--- config.mk ---
export PLATFORM = sky130hd
export DESIGN_NAME = chs_hash
export DESIGN_NICKNAME = d
export VERILOG_FILES = /design/src/rtl/chs_pkg.sv /design/src/rtl/chs_hash.sv
export SDC_FILE = /design/constraint.sdc
export NUM_CORES = 1
export LEC_CHECK = 0
export ABC_AREA = 1
export BUFFER_PORTS_ARGS = -buffer_cell sky130_fd_sc_hd__buf_2
export CAP_MARGIN = 20
export CORE_MARGIN = 2
export CORE_UTILIZATION = 46
export CTS_CLUSTER_SIZE = 14
export DETAILED_ROUTE_END_ITERATION = 10
export GPL_TIMING_DRIVEN = 0
export PLACE_DENSITY_LB_ADDON = 0.08
export SLEW_MARGIN = 25
export SYNTH_ARGS = -nofsm -noshare
export SYNTH_HDL_FRONTEND = slang
export SYNTH_SLANG_ARGS = --single-unit
--- constraint.sdc ---
create_clock -name clk -period 6.2 [get_ports clk]
set_clock_uncertainty 0.1 [all_clocks]
set_input_delay 0 -clock clk [delete_from_list [all_inputs] [get_ports clk]]
set_output_delay 0 -clock clk [all_outputs]
set_load 0.01 [all_outputs]
--- src/rtl/chs_pkg.sv ---
// Shared types and constants for the chained hash set.
package chs_pkg;

  // Key geometry: ten bytes at most, byte lane index fits in four bits
  localparam int KEY_W     = 80;
  localparam int KEY_IDX_W = 4;

  // djb2 hash constants
  localparam logic [63:0] HASH_SEED  = 64'd5381;
  localparam int          HASH_SHIFT = 5;

  // Request kinds
  localparam logic REQ_INSERT = 1'b0;
  localparam logic REQ_LOOKUP = 1'b1;

  typedef struct packed {
    logic        req_type;
    logic [63:0] key_low_bytes;
    logic [15:0] key_high_bytes;
  } req_t;

  typedef struct packed {
    logic was_present;
    logic pool_full;
    logic inserted;
  } rsp_t;

endpackage

--- src/rtl/chs_hash.sv ---
// Key trim, djb2 hash, bucket reduction by mask or reciprocal multiply, shared units.
module chs_hash import chs_pkg::*; #(
  parameter int BUCKET_COUNT = 1024,
  parameter int KEY_BYTES    = 10
) (
  input  logic                            clk,
  input  logic                            rst,
  input  logic                            start,
  input  logic [KEY_W-1:0]                key_raw,
  output logic                            done,
  output logic [$clog2(BUCKET_COUNT)-1:0] bucket,
  output logic [KEY_W-1:0]                key_trim
);

  localparam int          BW     = $clog2(BUCKET_COUNT);
  localparam bit          POW2   = (BUCKET_COUNT & (BUCKET_COUNT - 1)) == 0;
  // floor(2^32 / BUCKET_COUNT): the quotient estimate is exact or one short
  localparam logic [31:0] RECIP  = 32'((64'd1 << 32) / BUCKET_COUNT);
  localparam logic [31:0] MODV   = 32'(BUCKET_COUNT);
  localparam logic [16:0] MODV17 = 17'(BUCKET_COUNT);

  typedef enum logic [2:0] {S_IDLE, S_HASH, S_MOD, S_QUOT, S_DIFF, S_FIX} state_t;

  state_t               state;
  logic [KEY_W-1:0]     key;
  logic [63:0]          h;
  logic [KEY_IDX_W-1:0] idx;
  logic [15:0]          rem;
  logic [31:0]          quot;
  logic [16:0]          part;
  logic [1:0]           cnt;

  logic [7:0]    byte_cur;
  logic [63:0]   h_next;
  logic [31:0]   num;
  logic [63:0]   quot_prod;
  logic [31:0]   part_calc;
  logic [16:0]   part_fix;

  // One byte per cycle through the hash adder
  assign byte_cur = key[idx*8 +: 8];
  assign h_next   = (h << HASH_SHIFT) + h + {56'd0, byte_cur};

  // Horner reduction over 16-bit hash slices, MSB slice first
  assign num       = {rem, h[63:48]};
  assign quot_prod = {32'd0, num} * {32'd0, RECIP};
  assign part_calc = num - quot * MODV;
  assign part_fix  = (part >= MODV17) ? part - MODV17 : part;

  always_ff @(posedge clk) begin
    if (rst) begin
      state <= S_IDLE;
      done  <= 1'b0;
    end else begin
      done <= 1'b0;
      unique case (state)
        S_IDLE: begin
          if (start) begin
            key      <= key_raw;
            key_trim <= '0;
            h        <= HASH_SEED;
            idx      <= '0;
            state    <= S_HASH;
          end
        end
        S_HASH: begin
          // stop at the first zero byte or at the key length limit
          if (byte_cur == 8'd0) begin
            rem   <= '0;
            cnt   <= '0;
            state <= S_MOD;
          end else begin
            h                   <= h_next;
            key_trim[idx*8 +: 8] <= byte_cur;
            idx                 <= idx + 1'b1;
            if (idx == KEY_IDX_W'(KEY_BYTES - 1)) begin
              rem   <= '0;
              cnt   <= '0;
              state <= S_MOD;
            end
          end
        end
        S_MOD: begin
          if (POW2) begin
            bucket <= h[BW-1:0];
            done   <= 1'b1;
            state  <= S_IDLE;
          end else begin
            state <= S_QUOT;
          end
        end
        // quotient estimate of the current slice
        S_QUOT: begin
          quot  <= quot_prod[63:32];
          state <= S_DIFF;
        end
        // partial remainder, below twice the bucket count
        S_DIFF: begin
          part  <= part_calc[16:0];
          state <= S_FIX;
        end
        // final correction, then the next slice
        S_FIX: begin
          rem <= part_fix[15:0];
          h   <= {h[47:0], 16'd0};
          cnt <= cnt + 1'b1;
          if (cnt == 2'd3) begin
            bucket <= part_fix[BW-1:0];
            done   <= 1'b1;
            state  <= S_IDLE;
          end else begin
            state <= S_QUOT;
          end
        end
        default: state <= S_IDLE;
      endcase
    end
  end

endmodule

Word-level counts from Yosys, hierarchy flattened. Index checks and enable logic that the tools add are counted. W data, S select, Z words.

Logic and storage cells: 74. Input bits: 83. Register bits: 269. Output and inout port bits: 91.

Bitwise gates (word level): 1. Add/subtract/negate cells: 7. Equality and inequality tests: 11. Muxes and demuxes: 26. $lt $le $gt $ge: 1. Reduce and logical (&&, ||, !) cells: 14. Shift operators: 3.

Operators by type and width (count): $pmux W64 S3 (1); $mux W80 (2); $pmux W80 S2 (1); $mux W64 (2); $bwmux W80 (1); $shift A8 B34 Y80 const A (1); $shiftx A8 B34 Y80 (1); $shiftx A80 B8 Y8 (1); $add A64 B64 Y64 (1); $add A64 B8 Y64 (1); $neg A7 Y34 (1); $mux W10 (2); $pmux W10 S2 (1); $ge A17 B11 Y1 const B (1); $sub A17 B17 Y17 (1); $pmux W3 S5 (1); $sub A10 B1 Y10 const B (1); $mux W3 (3); $reduce_and A3 Y1 (3); $logic_not A8 Y1 (1); $mux W4 (2); $pmux W4 S2 (1); $reduce_and A4 Y1 (2); $eq A3 B2 Y1 const B (2); other kinds (17) (29).

Longest topological paths before layout.
Depth in word-level cells: 5. Depth in mapped cells: 25. Gate-level depth less buffers: 23.

Worst setup path before layout. No wires, ideal clock.

Path type: register to register. Start point: register idx[0]. End point: register idx[0] (enable). Data arrival time: 5.477 ns. Stages on the path, launching flop included: 16. Clock period less this slack: 6.132 ns. Path buffers: 2. Slack: 0.068 ns. Required time: 5.546 ns. Library setup time: 0.554 ns. Cell sequence: edfxtp_1 buf_6 inv_6 buf_6 nand2_1 nand2_1 nand2_1 nand3_1 nand3_1 nand2_2 inv_2 nand2_1 nor2_2 nand2_2 nand2_1 a21oi_1.

Word-level cells in the longest chain between the ends: 4.

Ends and longest elaborated chain: from (decl) (line chs_hash.sv:27) `logic [KEY_IDX_W-1:0] idx;`; from (signal assigned) (line chs_hash.sv:75) `idx <= idx + 1'b1;`; $shiftx A80 B8 Y8 (line chs_hash.sv:41) `assign byte_cur = key[idx*8 +: 8];`; $logic_not A8 Y1 (line chs_hash.sv:68) `if (byte_cur == 8'd0) begin`; $ne A2 B2 Y1 (no source line); $reduce_and A4 Y1 (no source line).

Every way passes these cells. A chain may end at the register's enable or synchronous reset.

Worst setup path in the final report.
Start point: register idx[1]. End point: register h[56] (data pin).

Word-level cells in the longest chain between the ends: 4.

Ends and longest elaborated chain: $shiftx A80 B8 Y8 (line chs_hash.sv:41); $add A64 B8 Y64 (line chs_hash.sv:42) `assign h_next = (h << HASH_SHIFT) + h + {56'd0, byte_cur};`; $mux W64 (line chs_hash.sv:68); $pmux W64 S3 (line chs_hash.sv:56) `unique case (state)`; to (signal assigned) (line chs_hash.sv:73) `h <= h_next;`; to (signal assigned) (line chs_hash.sv:105) `h <= {h[47:0], 16'd0};`; to (decl) (line chs_hash.sv:26) `logic [63:0] h;`.

Every way passes these cells. The select of a mux whose other input is x is not followed.

==> metrics <==
total track usage=28.92%; PortBufs=173; Yosys cell types=42; most used cell, CP=nand3_1; total grt overflow=0; post-CTS resize count=0; postcts setup bufs=0; most common cell after layout, fill and taps aside=nand2_1; initial antenna violation count=0; share of cells above drive strength 1=14.13%; Syn Std Cell Area=15430 um^2; ANT nets after route=0; Final Hold Viols=0; DRC Markers=0; crit-path max FO=12; Worst R2R Path Depth=20; combinational share of power=50.4%; most frequent cells in the layout=448 x nand2_1, 244 x edfxtp_1, 203 x a21oi_1; hpwl dp=37990 um; CP Cell Sequence=inv_1 > buf_2 > nand2_1 > nand3_1 > nand3_1 > nand2_2 > inv_2 > fa_1 > inv_1 > ha_1 > a21oi_1 > o21ai_1 > a21oi_1 > inv_1 > nand2_1 > nand3_1 > nand3_1 > nand3_1 > nand3_1 > nand2_1; Worst-path clk slew=60 ps; top post-synthesis cells by area=edfxtp_1 47%, nand2_1 11%, ha_1 9.6%, a21oi_1 6.6%, o21ai_0 5.4%; Synthesized Nets=2025; first-pass GRT wire length=78460 um; register area share after synthesis=48.00%; via count of the routed design=14.06k; Critical Path AT=4910 ps; Crit path required time=6430 ps; setup TNS=0 ps; DR iter-0 viols=1190; First-pass DRT Iterations=6; YS warnings=0; Die W=187.2 um; # IOs=174; Hold Crit Depth=2; slew at the pin closest to its max-slew limit=1015 ps; Clk Latency, worst-skew pair=580 ps; final setup fails=0; number of buffers created by CTS=29; ant diodes=0; Worst Min Path Start=key_raw[37]; CTS Sinks=248; CTS tree=done; Root Buffer Master=clkbuf_16; Std-Cell Core Area=33280 um^2; fin crit share=75.60%; crit-path max cell delay=530 ps; global placer's final weighted congestion=0.9559; Max Slew Vio Count=0; net total in the final layout=2321; full die area=35030 um^2; Layout area overhead=22.74%; slowest CP cell=edfxtp_1; dominant cell type by area after synthesis=edfxtp_1; CTS max path bufs=3; Max Cap Viol=0; Final min period=4687 ps; switching power=4.066 mW; internal power=4.840 mW; wire length after detailed routing=51230 um; Setup crit start kind=register; PD cells=470.2 nW/um^2; die height=187.2 um; critical path startpoint=idx[1]; clock share of power=20.2%; classification of the worst setup path=register to register; Hold Buf Count CTS=82; status=complete, no violations; Worst Hold Class=input port to register; dpl cell area=17130 um^2; vias in the first global route=13.83k; FMAX=213.4 MHz; fin area=18940 um^2; cell row count=67; number of H-tree levels=1; largest net degree at the start of global routing=29; flop-to-flop setup slack=1510 ps; drt wl/cell=19.81 um; Relative slew margins=32.32%; switch share=45.65%; peak supply drop=0.2533 mV; post-synthesis average cell area=8.479 um^2; drt via density=5.438; Syn Inst Count=1820; RSZ-0062 raised after global routing=no; Seq cells post-synth=248; overall power=8.905 mW; sequential power share=29.4%; Initial Util=46.37%; endpoint class of the critical path=register; Final Util=56.91%; worst r2r src=idx[1]; Pleak=8.276 nW; Yosys top cell area share=47.48%
-- power groups by stage --
| stage | logic, mW | registers, mW | clock network, mW |
|---|---|---|---|
| after floorplan | 2.87 | 2.61 | 0 |
| final | 4.49 | 2.62 | 1.80 |
| after detailed placement | 4.37 | 2.64 | 0 |
| after global placement | 4.23 | 2.69 | 0 |
| after global routing | 4.98 | 2.64 | 1.88 |
| after CTS | 4.44 | 2.61 | 1.82 |
-- cell usage after synthesis (all sizes together) --
cell type / instances
a211oi: 1
a21boi: 2
a21o: 1
a21oi: 206
a31oi: 2
and2: 1
and3: 1
buf: 35
clkbuf: 14
dfxtp: 4
edfxtp: 244
fa: 4
ha: 118
inv: 210
nand2: 455
nand2b: 1
nand3: 112
nand3b: 8
nand4: 4
nor2: 167
nor3: 16
nor4: 1
o211ai: 1
o21a: 7
o21ai: 186
o21bai: 11
o31a: 1
or2: 1
xnor2: 2
xor2: 4
-- flip-flops by register name, indices dropped and copies added, names as in the netlist --
name,flops
part,10
bucket,10
cnt,2
done,1
h,58
state,3
key,80
key_trim,80
idx,4
-- path summary, 6_finish.rpt --
path	endpoint
setup / recovery	h[56]
hold / removal	key[37]
setup reg to reg	h[56]
hold reg to reg	part[7]
-- layout make-up --
cell class	count	area (um^2)
Clock buffer	35	748.2
Tap cell	448	560.5
Inverter	210	793.3
Clock inverter	18	237.7
Fill cell	3065	14340
Timing Repair Buffer	265	1927
Buffer	49	281.5
Multi-Input combinational cell	1313	6985
Sequential cell	248	7407
-- worst max-delay path: cells and delay by family (launching register included) --
family                   cells  cell delay, ps
AND/OR/NAND/NOR             10            1390
buffers and inverters        5             860
adder cells (fa/ha/maj)      2             820
AO/OA/AOI/OAI                3             730
flip-flops                   1             530
-- metal layers --
metal	vias to the layer above	track usage [%]	wire length [um]
met5	-	0	0
met4	0	10.71	2012
li1	6811	-	-
met2	526	49.36	24700
met1	6615	37.39	21400
met3	111	4.259	3112
-- logic make-up (layout without fill, tap and decap cells) --
group / Yosys count / after routing / synth area share [%]
AO/OA/AOI/OAI: 418 / 418 / 14.07
XOR/XNOR: 6 / 6 / 0.3405
adder cells (fa/ha/maj): 122 / 122 / 10.09
buffers and inverters: 259 / 577 / 6.965
flip-flops: 248 / 248 / 48.00
AND/OR/NAND/NOR: 767 / 767 / 20.54
-- per-stage QoR --
stage | hold slack [ps] | instances | worst slack [ps]
after floorplan | -30.93 | 1820 | 68.27
after global placement | 76.90 | 2441 | -2524
after detailed placement | 78.09 | 2451 | 1581
after CTS | 11.38 | 2586 | 1568
after global routing | 34.68 | 2586 | 1244
final | 29.89 | 2586 | 1513
Note: power is estimated with default switching activity, not from simulation.
